[src/hw/rtl/assert_macros.svh]
`ifndef ASSERT_MACROS_SVH
`define ASSERT_MACROS_SVH

// clocked check, off during reset
`define DWCC_CHECK(lbl, prop, msg) \
  lbl: assert property (@(posedge clk) disable iff (rst) (prop)) else $error(msg);

// implication, next-cycle form
`define DWCC_CHECK_NEXT(lbl, ante, cons, msg) \
  lbl: assert property (@(posedge clk) disable iff (rst) (ante) |=> (cons)) else $error(msg);

`endif

[src/hw/rtl/dwcc_ram.sv]
`default_nettype none
module dwcc_ram #(
  parameter int unsigned WIDTH = 96,
  parameter int unsigned DEPTH = 5
) (
  input  wire logic                     clk,
  input  wire logic                     we,
  input  wire logic [$clog2(DEPTH)-1:0] waddr,
  input  wire logic [WIDTH-1:0]         wdata,
  input  wire logic [$clog2(DEPTH)-1:0] raddr,
  output logic      [WIDTH-1:0]         rdata
);

  logic [WIDTH-1:0] mem [DEPTH];

  always_ff @(posedge clk) begin
    if (we) begin
      mem[waddr] <= wdata;
    end
    rdata <= mem[raddr];
  end

endmodule
`default_nettype wire

[config.mk]
export PLATFORM = sky130hd
export DESIGN_NAME = dwcc_ram
export DESIGN_NICKNAME = d
export VERILOG_FILES = /design/src/hw/rtl/assert_macros.svh /design/src/hw/rtl/dwcc_ram.sv
export SDC_FILE = /design/constraint.sdc
export NUM_CORES = 1
export LEC_CHECK = 0
export BUFFER_PORTS_ARGS = -buffer_cell sky130_fd_sc_hd__buf_2
export CAP_MARGIN = 40
export CORE_AREA = 4 4 160 239
export CTS_BUF_LIST = sky130_fd_sc_hd__clkbuf_16
export DETAILED_ROUTE_END_ITERATION = 16
export DIE_AREA = 0 0 164 243
export PLACE_DENSITY = 0.85
export SYNTH_ARGS = -nofsm -noshare
export SYNTH_HDL_FRONTEND = slang
export SYNTH_SLANG_ARGS = --single-unit
[constraint.sdc]
create_clock -name clk -period 15.3 [get_ports clk]
set_input_delay 2.295 -clock clk [delete_from_list [all_inputs] [get_ports clk]]
set_output_delay 2.295 -clock clk [all_outputs]
set_load 0.1 [all_outputs]
======== After elaboration in Yosys (flattened, before gate mapping) ========
Memories as Yosys holds them, arrays and structs flattened. A register that Yosys moved wholly into a read port is not among the register bits.
Index checks and enable logic that the tools add are counted.
word-level totals
  register bits ........................... 0
  latch bits .............................. 0
  RAM bits ................................ 480
  memory bits (read-only) ................. 0
  input port bits ......................... 104
  logic and storage cells ................. 3
  memories kept ........................... 1
operators by class
  add/sub/neg operators ................... 0
  multipliers ............................. 0
  divide/modulo/power cells ............... 0
  $lt $le $gt $ge ......................... 0
  eq/ne operators ......................... 0
  shift-type cells ........................ 0
  multiplexer cells ....................... 2
  bitwise logic cells ..................... 0
  reduce and logical (&&, ||, !) cells .... 0
memory list
  memory  depth  bits a word  read ports  clocked after memory_dff  wr ports  RTL line        source
  mem     5      96           1           1                         1         dwcc_ram.sv:14  logic [WIDTH-1:0] mem [DEPTH];
operators by type and width
  kind              count
  1-bit 2-to-1 mux  2

======== Longest topological paths before layout ========
Gate-level depths: netlist (run 1).
  depth in word-level cells ............... 2
  depth in mapped cells ................... 7
  mapped depth without buffers ............ 3

======== Least setup slack after synthesis (run 1) ========
OpenSTA, ideal clock, no wires.
  path kind ............................... input -> register
  start point ............................. input port waddr[2]
  end point ............................... memory mem[0][0], enable pin
  library setup time ...................... 0.825 ns
  arrival time ............................ 12.294 ns
  data required time ...................... 14.475 ns
  slack ................................... 2.181 ns
  stages .................................. 1
  buffers on the path ..................... 0
  cells stage by stage .................... nor4b_1
RTL lines
  what         RTL line        source
  from (decl)  dwcc_ram.sv:8   input wire logic [$clog2(DEPTH)-1:0] waddr,
  to (decl)    dwcc_ram.sv:14
No word-level cell before the write port.

==> results by group, run 1 <==
Timing
  – Max Slew Vio Count: 0
  – Period minus WS final: 4.828 ns
  – Fmax achieved: 207.1 MHz
  – Worst Slack Setup Final: between 10 and 15 ns
  – Final hold vios: 0
  – Worst Tran Pin Value: 1.055 ns
  – Setup repair after global routing missed its margin: no
  – TNS Setup: 0 ns
  – Clock skew: ~0.014 ns
  – Hold WS: 0.5279 ns
  – Setup-failing EPs final: 0
  – Final worst-path cycle share: 31.56%
  – Slew HR: a little under 30%

Logic synthesis
  – Synth Area per Inst: approximately 18 sq um
  – Synth Area in XOR/XNOR: 0%
  – Post-Syn Area: around 21000 sq um
  – Largest family of logic cells by synthesized area: compound AO/OA/AOI/OAI gates
  – Compound-Gate Fraction of Synth Area: under 10%
  – Sequential share of the synthesized area: 78.50%
  – Mux share of post-synthesis cell area: about 4.6%
  – Gate Count Post-Synth: 1128
  – Adder-cell share of the synthesized area: 0%
  – Syn nets: ~1200
  – Seq cells post-synth: 576
  – Synth warnings: 0
  – Post-Synth Simple-Gate Area: approximately 3.2%
  – Cell variety after synth: 21

Worst setup path
  – Critical path, cell by cell: buf_8, buf_4, buf_4, buf_16, nor2b_1, a211oi_1, a221oi_1
  – Critical path peak fanout: around 130
  – WP data required: approximately 16 ns
  – Crit Path Category: in -> reg
  – WP buf/inv: 4
  – Largest delay contributor family on the critical path: buffers and inverters
  – Cell with the largest stage delay on the worst path: buf_4
  – Worst path most repeated cell: buf_4
  – Startpoint type of the worst setup path: primary input
  – Worst path max stage delay: ~0.80 ns
  – CP arrival: approximately 5.2 ns
  – Worst reg2reg path depth: 3
  – Worst path depth: 7
  – CP Capture Type: flip-flop

CTS
  – CTS tree: done
  – Resize count post-CTS: 0
  – Clk_lat worst skew: around 0.55 ns
  – Clock sink total: around 580
  – CTS root buffer: clkbuf_16
  – # hold bufs at CTS: 0
  – Post-CTS setup buffers: 0
  – Longest Clk Path Bufs: 3
  – Num CTS Buffers: between 40 and 50
  – Htree depth: 2
  – Clock transition at path regs: ~0.060 ns

Route
  – Post-Route WL: 39850 um
  – First DRT Iteration DRCs: just under 600
  – Avg WL per Cell: roughly 21 um
  – Final ANT Viol Nets: 0
  – First-pass iteration count of the detailed router: 5
  – Routed vias: ~10000
  – Via density: between 5 and 6
  – DRC: 0

Floorplan
  – Die area: 39850 sq um
  – Row count: 85
  – Die Wd: about 160 um
  – Placeable Area: around 36000 sq um
  – Initial Utilization: between 50% and 60%
  – Die H: 243 um
  – # IOs: 200

Placed design
  – # port buffers: 199
  – Gpl congestion: just over 0.7
  – Placed Area: approximately 22000 sq um
  – Post-DP HPWL: ~23000 um
  – Worst slack, placed: 9.882 ns
  – Placed Cells: about 1800

Pwr
  – Sequential power share: a little under three fifths
  – Sw power: 0.7868 mW
  – Peak supply drop: about 0.11 mV
  – Switching share of total power: about a quarter
  – Clock power frac: between 30% and 40%
  – Power consumption: approximately 3.2 mW
  – Logic pwr share: 10.1%
  – Cell Pwr Density: 135.4 nW/um^2
  – LEAKAGE: 8.469 nW
  – Internal power: between 2 and 2.5 mW

Finish
  – Share of cells above drive strength 1: between 20% and 30%
  – Most common cell after layout, fill and taps aside: edfxtp_1
  – Commonest cells after routing, fill and taps aside: edfxtp_1, buf_2, inv_1
  – Final core utilization: roughly 66%
  – NumNets Final: ~1400
  – Final Cell Area: 23610 sq um
  – Post-Layout Cell Count: 1856
  – Layout area overhead: 13.46%

Worst hold path
  – Hold Path Depth: 2
  – Hold Path Class: reg -> reg

GRT
  – Overflow left after global routing: 0
  – Vias in the first global route: between 10000 and 15000
  – First-pass GRT wire length: approximately 60000 um
  – Initial antenna violation count: 17
  – Largest net degree at the start of global routing: around 140
  – Total track usage: slightly below 20%

Status
  – Status: finished, final reports clean

Job
  – Max_cap viols: 0
[cells by family (layout without fill, tap and decap cells)]
| kind of cell | count (synthesis) | after routing |
|---|---|---|
| compound gates | 192 | 192 |
| flops | 576 | 576 |
| mux | 96 | 96 |
| other cells | 0 | 9 |
| buf+inv | 160 | 401 |
| simple gates | 104 | 104 |
[routing by layer]
layer  vias up  wire length [um]  track usage (%)
li1       4776                 -                -
met1      5262             15140            24.38
met2       296             20950            34.31
met3        92              2403            4.243
met4        16              1250            7.578
met5         -               112                0
[final cells by class]
cell class / count / area (sq um)
antenna: 9 / 22.52
clock buffer: 49 / 1226
clock inverter: 39 / 173.9
fill: 2425 / 12340
inverter: 96 / 360.3
multi-input combinational: 392 / 3691
sequential: 576 / 16340
tap: 478 / 598.1
timing repair buffer: 217 / 1204
[power groups by stage]
| stage | logic (mW) | registers (mW) | clock network (mW) |
|---|---|---|---|
| finish | 0.324 | 1.78 | 1.09 |
| global route | 0.339 | 1.79 | 1.17 |
| CTS | 0.326 | 1.78 | 1.11 |
| detailed placement | 0.325 | 1.82 | 0 |
| global placement | 0.316 | 1.82 | 0 |
| floorplan | 0.0923 | 1.98 | 0 |
[flip-flops by register name, indices dropped and copies added, names as in the netlist]
register and count:
mem 480, rdata 96
[final timing paths]
check | startpoint | slack, ns | end
setup / recovery | raddr[0] | 10.47 | rdata[2]
hold / removal | mem[4][74] | 0.53 | rdata[74]
setup reg to reg | mem[2][6] | 14.25 | rdata[6]
hold reg to reg | mem[4][74] | 0.53 | rdata[74]
[worst reg2reg max path, stage by stage (launching register included)]
cell and delay (ns):
edfxtp_1 0.35, nor2b_1 0.14, a211oi_1 0.31, a221oi_1 0.10
[cell usage after synthesis (all sizes together)]
library cell | number | area, sq um
edfxtp | 480 | 14410
a211oi | 96 | 920.9
a221oi | 96 | 1091
dfxtp | 96 | 1922
inv | 96 | 360.4
mux2i | 96 | 960.9
nor2b | 96 | 600.6
buf | 46 | 405.4
clkbuf | 18 | 67.56
nor4bb | 2 | 20.02
and4b | 1 | 10.01
nand2 | 1 | 3.750
nand2b | 1 | 13.76
nor2 | 1 | 6.260
nor3 | 1 | 5.000
nor4b | 1 | 8.760
Note: power is estimated with default switching activity, not from simulation.
==> inputs of run 2 (changes only) <==
Settings changed: ABC_AREA set to 1, CORE_AREA 4 4 160 239 to 4 4 172 257, DIE_AREA 0 0 164 243 to 0 0 176 261, PLACE_DENSITY 0.85 to 0.82.
Clock period 15.3 ns to 4.2 ns, I/O delays scaled along.
==> results by group, run 2 <==
Logic synthesis
  – Post-Synth Simple-Gate Area: 17.58% (was 3.211%)
  – Most frequent cell after synthesis: nand2_1 (was edfxtp_1)
  – Top FF cell, synth: edfxtp_1 (unchanged)
  – Compound-Gate Fraction of Synth Area: 0% (was 9.668%)
  – Most frequent cells after synthesis: nand2_1, edfxtp_1, inv_1 (was edfxtp_1, dfxtp_1, inv_1, mux2i_1, nor2b_1)
  – Sequential share of the synthesized area: 74.01% (was 78.50%)
  – Seq cells post-synth: 576 (unchanged)
  – Mux share of post-synthesis cell area: 0% (was 4.618%)
  – Gate Count Post-Synth: 2018 (was 1128)
  – Largest family of logic cells by synthesized area: simple AND/OR/NAND/NOR gates (was compound AO/OA/AOI/OAI gates)
  – Number of enable flip-flop cells after synthesis: 480 (unchanged)
  – Biggest area consumer among synthesized cells: edfxtp_1 (unchanged)
  – Post-Syn Area: 22070 sq um (was 20810 sq um)
  – Synth Area per Inst: 10.94 sq um (was 18.45 sq um)
  – Adder-cell share of the synthesized area: 0% (unchanged)
  – Cell variety after synth: 13 (was 21)
  – Synth warnings: 0 (unchanged)
  – Asr flop ratio synth: 0% (unchanged)
  – Synth top area share: 65.31% (was 69.26%)
  – Top cells by area, synth: edfxtp_1, nand2_1, dfxtp_1 (was edfxtp_1, dfxtp_1, mux2i_1)
  – Synth Area in XOR/XNOR: 0% (unchanged)
  – Syn nets: 2122 (was 1232)

Worst setup path
  – Cell with the largest stage delay on the worst path: buf_6 (was buf_4)
  – WP data required: 4.70 ns (was 15.68 ns)
  – Worst path max stage delay: 0.54 ns (was 0.80 ns)
  – Critical path peak fanout: 116 (was 134)
  – Critical path, cell by cell: buf_6, inv_6, buf_12, nand2_1, nand3_1, nand2_1, nand2_1, nand2_1 (was buf_8, buf_4, buf_4, buf_16, nor2b_1, a211oi_1, a221oi_1)
  – Worst path most repeated cell: nand2_1 (was buf_4)
  – Startpoint type of the worst setup path: primary input (unchanged)
  – CP arrival: 2.65 ns (was 5.21 ns)
  – Largest delay contributor family on the critical path: buffers and inverters (unchanged)
  – CP Capture Type: flip-flop (unchanged)
  – WP buf/inv: 3 (was 4)
  – Crit Path Category: in -> reg (unchanged)

GRT
  – Initial antenna violation count: 8 (was 17)
  – First-pass GRT wire length: 72900 um (was 60800 um)
  – Vias in the first global route: 14340 (was 10920)
  – Overflow left after global routing: 0 (unchanged)
  – Largest net degree at the start of global routing: 117 (was 135)
  – Total track usage: 20.30% (was 19.83%)

CTS
  – Clk_lat worst skew: 0.57 ns (was 0.55 ns)
  – Htree depth: 2 (unchanged)
  – Resize count post-CTS: 0 (unchanged)
  – Post-CTS setup buffers: 0 (unchanged)
  – Num CTS Buffers: 50 (was 49)
  – CTS tree: done (unchanged)
  – Longest Clk Path Bufs: 3 (unchanged)
  – # hold bufs at CTS: 0 (unchanged)
  – CTS root buffer: clkbuf_16 (unchanged)
  – Clock transition at path regs: 0.07 ns (was 0.06 ns)
  – Clock sink total: 576 (unchanged)

Finish
  – Number of flip-flops in the largest register: 480 (unchanged)
  – NumNets Final: 2307 (was 1436)
  – Post-Layout Cell Count: 2814 (was 1856)
  – Final Cell Area: 25330 sq um (was 23610 sq um)
  – Layout area overhead: 14.75% (was 13.46%)
  – Largest register by flop count: mem (unchanged)
  – Share of cells above drive strength 1: 13.10% (was 26.59%)
  – Commonest cells after routing, fill and taps aside: nand2_1, edfxtp_1, inv_1 (was edfxtp_1, buf_2, inv_1)
  – Most common cell after layout, fill and taps aside: nand2_1 (was edfxtp_1)
  – Fillers: 3258 (was 2425)
  – Registers with the most flip-flops: mem x480, rdata x96 (unchanged)

Floorplan
  – Row count: 92 (was 85)
  – Die Wd: 176 um (was 164 um)
  – # IOs: 200 (unchanged)
  – Initial Utilization: 52.68% (was 57.89%)
  – Die H: 261 um (was 243 um)
  – Placeable Area: 41900 sq um (was 35950 sq um)
  – Die area: 45940 sq um (was 39850 sq um)

Timing
  – Final hold vios: 0 (unchanged)
  – Max Slew Vio Count: 0 (unchanged)
  – Clock skew: 0.01267 ns (was 0.01352 ns)
  – TNS Setup: 0 ns (unchanged)
  – Setup repair after global routing missed its margin: no (unchanged)
  – Worst Tran Pin Value: 0.9484 ns (was 1.055 ns)
  – Setup-failing EPs final: 0 (unchanged)
  – Hold WS: 0.2920 ns (was 0.5279 ns)
  – Fmax achieved: 467.2 MHz
  – Final worst-path cycle share: 50.96%
  – Slew HR: 36.77% (was 29.70%)
  – Period minus WS final: 2.140 ns

Placed design
  – Post-DP HPWL: 26330 um (was 22620 um)
  – Placed Area: 23690 sq um (was 22190 sq um)
  – Gpl congestion: 0.7252 (was 0.7205)
  – Placed Cells: 2715 (was 1759)
  – # port buffers: 199 (unchanged)

Pwr
  – Power consumption: 12.23 mW (was 3.196 mW)
  – Peak supply drop: 0.4926 mV (was 0.1081 mV)
  – LEAKAGE: 11.53 nW (was 8.469 nW)
  – Cell Pwr Density: 482.9 nW/um^2 (was 135.4 nW/um^2)

Route
  – Met2 routed wirelength: 24370 um (was 20950 um)
  – Post-Route WL: 47430 um (was 39850 um)
  – Via density: 5.010 (was 5.626)
  – DRC: 0 (unchanged)
  – First DRT Iteration DRCs: 1027 (was 579)
  – Routed vias: 14100 (was 10440)
  – WL met3: 3133 um (was 2403 um)
  – M1 WL: 18040 um (was 15140 um)
  – First-pass iteration count of the detailed router: 5 (unchanged)
  – Final ANT Viol Nets: 0 (unchanged)
  – Avg WL per Cell: 16.85 um (was 21.47 um)
  – Max Used Layer: met5 (unchanged)

Job
  – Max_cap viols: 0 (unchanged)

Worst hold path
  – Hold Path Class: in -> reg (was reg -> reg)

Status
  – Status: finished, final reports clean (unchanged)
[run 2: cell types whose count changed in the layout (fill, tap and decap cells not counted), moves of 56 or more]
cell,before,now
nand2_1,1,770
inv_1,118,405
nand3_1,0,192
mux2i_1,96,0
nor2b_1,96,0
a221oi_1,56,0
a211oi_1,56,0
[run 2: worst paths after layout]
path	to	cells past startpoint	slack, ns	startpoint
setup reg to reg	rdata[44]	6	3.21	mem[2][44]
setup / recovery	rdata[10]	8	2.06	raddr[0]
hold / removal	mem[1][64]	1	0.29	wdata[64]
hold reg to reg	rdata[53]	2	0.44	mem[4][53]
[run 2: power breakdown]
| part | leakage, nW | switching [mW] | internal (mW) |
|---|---|---|---|
| Combinational | 5.50 | 1.03 | 0.228 |
| Clock | 0.865 | 1.95 | 2.54 |
| Sequential | 5.17 | 0.0645 | 6.42 |
| Total | 11.5 | 3.04 | 9.19 |
[run 2: cell families after synthesis]
kind of cell	after synthesis
simple gates	968
buf+inv	474
flops	576
[run 2: metrics by stage]
stage	worst slack (ns)	utilization, %
2_1_floorplan	-0.9446	-
3_3_place_gp	1.683	56.48
3_5_place_dp	1.542	56.53
4_1_cts	2.113	60.41
5_1_grt	1.972	60.42
6_report	2.060	60.45
[run 2: per-layer routing]
layer  track usage, %  vias to the layer above
met5                0                        -
met3            3.552                      137
met1            23.64                     6719
met2            36.60                      535
li1                 -                     6698
met4            9.341                        8
[run 2: worst register-to-register path, delay by kind of cell (launching register included)]
family / cells / cell delay [ns]
buf+inv: 1 / 0.06
flops: 1 / 0.37
simple gates: 5 / 0.44
[run 2: area by class of cell]
cell class	instances	area [sq um]	share of cell area, %
Multi-Input combinational cell	968	3929	15.51
Timing Repair Buffer	217	1242	4.906
Antenna cell	6	15.01	0.05928
Clock buffer	55	1376	5.434
Sequential cell	576	16340	64.50
Inverter	390	1474	5.820
Clock inverter	38	249.0	0.9831
Tap cell	564	705.7	2.786
==> inputs of run 3 (changes only) <==
Clock period 4.2 ns to 1.82 ns, I/O delays scaled along.
==> results by group, run 3 (same netlist as run 2, synthesis figures left out) <==
Timing
  – Clock skew: 0.01737 ns (was 0.01267 ns)
  – Max Slew Vio Count: 0 (unchanged)
  – Worst Tran Pin Value: 0.5505 ns (was 0.9484 ns)
  – Setup repair after global routing missed its margin: no (unchanged)
  – Final worst-path cycle share: 93.45%
  – Setup-failing EPs final: 0 (unchanged)
  – Final hold vios: 0 (unchanged)
  – Slew HR: 63.30% (was 36.77%)
  – Fmax achieved: 587.9 MHz
  – Period minus WS final: 1.701 ns

Worst setup path
  – Crit Path Category: reg -> out (was in -> reg)
  – Cell with the largest stage delay on the worst path: buf_2 (was buf_6)
  – Startpoint type of the worst setup path: flip-flop (was primary input)
  – Critical path peak fanout: 1 (was 116)
  – WP data required: 1.55 ns (was 4.70 ns)
  – Largest delay contributor family on the critical path: buffers and inverters (unchanged)
  – Worst path max stage delay: 0.46 ns (was 0.54 ns)
  – CP Capture Type: output pin (was flip-flop)
  – CP arrival: 1.43 ns (was 2.65 ns)
  – WP buf/inv: 1 (was 3)
  – Critical path, cell by cell: buf_2 (was buf_6, inv_6, buf_12, nand2_1, nand3_1, nand2_1, nand2_1, nand2_1)

GRT
  – Initial antenna violation count: 4 (was 8)
  – Largest net degree at the start of global routing: 69 (was 117)
  – First-pass GRT wire length: 76490 um (was 72900 um)
  – Total track usage: 21.18% (was 20.30%)
  – Overflow left after global routing: 0 (unchanged)
  – Vias in the first global route: 14600 (was 14340)

Route
  – Met2 routed wirelength: 26000 um (was 24370 um)
  – Avg WL per Cell: 16.84 um (was 16.85 um)
  – DRC: 0 (unchanged)
  – First DRT Iteration DRCs: 1303 (was 1027)
  – M1 WL: 18640 um (was 18040 um)
  – Post-Route WL: 49460 um (was 47430 um)
  – First-pass iteration count of the detailed router: 5 (unchanged)
  – WL met3: 3129 um (was 3133 um)
  – Final ANT Viol Nets: 0 (unchanged)
  – Via density: 4.958 (was 5.010)
  – Routed vias: 14560 (was 14100)
  – Max Used Layer: met5 (unchanged)

Pwr
  – Sw power: 7.153 mW (was 3.043 mW)
  – Switching share of total power: 24.98% (was 24.88%)
  – LEAKAGE: 12.16 nW (was 11.53 nW)
  – Clock power frac: 36.6% (was 36.7%)
  – Internal power: 21.49 mW (was 9.188 mW)
  – Peak supply drop: 0.8290 mV (was 0.4926 mV)
  – Sequential power share: 52.2% (was 53.0%)
  – Cell Pwr Density: 1068 nW/um^2 (was 482.9 nW/um^2)
  – Logic pwr share: 11.2% (was 10.3%)

Finish
  – Commonest cells after routing, fill and taps aside: nand2_1, edfxtp_1, inv_1 (unchanged)
  – Fillers: 2995 (was 3258)
  – Largest register by flop count: mem (unchanged)
  – Final core utilization: 63.99% (was 60.45%)
  – Multi-input logic area: 3946 sq um (was 3929 sq um)
  – Layout area overhead: 21.47% (was 14.75%)
  – Post-Layout Cell Count: 2937 (was 2814)
  – Storage cell area: 16340 sq um (unchanged)
  – Most common cell after layout, fill and taps aside: nand2_1 (unchanged)
  – Share of cells above drive strength 1: 13.89% (was 13.10%)
  – Registers with the most flip-flops: mem x480, rdata x96 (unchanged)
  – Number of flip-flops in the largest register: 480 (unchanged)
  – NumNets Final: 2431 (was 2307)

Floorplan
  – Die H: 261 um (unchanged)
  – Die area: 45940 sq um (unchanged)
  – Initial Utilization: 52.68% (unchanged)
  – Die Wd: 176 um (unchanged)
  – Row count: 92 (unchanged)
  – Placeable Area: 41900 sq um (unchanged)
  – # IOs: 200 (unchanged)

Placed design
  – Placed Cells: 2743 (was 2715)
  – Post-DP HPWL: 30270 um (was 26330 um)
  – Gpl congestion: 0.8196 (was 0.7252)
  – # port buffers: 199 (unchanged)

CTS
  – Clock transition at path regs: 0.06 ns (was 0.07 ns)
  – Clk_lat worst skew: 0.58 ns (was 0.57 ns)
  – Clock sink total: 576 (unchanged)
  – Htree depth: 2 (unchanged)
  – Longest Clk Path Bufs: 3 (unchanged)
  – CTS tree: done (unchanged)
  – CTS root buffer: clkbuf_16 (unchanged)
  – Post-CTS setup buffers: 0 (unchanged)
  – Num CTS Buffers: 50 (unchanged)

Worst hold path
  – Hold Path Class: in -> reg (unchanged)

Job
  – Max_cap viols: 0 (unchanged)

Status
  – Status: finished, final reports clean (unchanged)
-- run 3: cell types whose count changed in the layout (fill, tap and decap cells not counted), sizes merged, moves of 3 or more --
cell and change:
clkinv +8, dlygate4sd3 +96, inv -8, buf +28
bufinv +3, clkbuf -4
-- run 3: power by group through the flow --
stage                     combinational, mW  sequential (mW)  clock (mW)
after CTS                              3.22             15.0        10.6
after global placement                 2.95             15.2           0
after detailed placement               3.03             15.2           0
after floorplan                       0.871             16.5           0
final                                  3.22             15.0        10.5
after global routing                   3.42             15.0        11.2
-- run 3: worst paths after layout --
kind	startpoint	end	slack (ns)	cells after the start
max reg2reg	mem[3][23]	rdata[23]	0.86	6
max	rdata[45]	rdata[45]	0.12	1
min	raddr[2]	rdata[32]	0.22	4
min reg2reg	mem[4][77]	rdata[77]	0.43	2
-- run 3: layer usage --
layer  vias up  global-route usage (%)
li1       6951                       -
met2       568                   38.37
met4         2                   8.496
met3       104                   3.148
met1      6936                   25.46
met5         -                       0
-- run 3: layout make-up --
class / count / share of cell area [%]
Antenna cell: 5 / 0.04667
Clock buffer: 51 / 4.760
Clock inverter: 42 / 1.279
Inverter: 390 / 5.558
Multi-Input combinational cell: 968 / 14.72
Sequential cell: 576 / 60.93
Tap cell: 564 / 2.632
Timing Repair Buffer: 341 / 10.08
-- run 3: timing repair --
item	CTS	global route
hold endpoints to repair	480	0
hold buffers	96	0
resized for setup	0	0
-- run 3: through the flow --
step	TNS [ns]	power [mW]	worst slack, ns	hold WS, ns	instance area [sq um]
final	0	28.64	0.1191	0.2237	26810
after CTS	0	28.76	0.09261	0.1962	26800
after floorplan	-504.52	17.39	-1.482	0.3719	22150
after detailed placement	0	18.27	0.1462	0.4245	24220
after global routing	0	29.57	0.07810	0.2313	26800
after global placement	0	18.17	0.1736	0.4230	24220
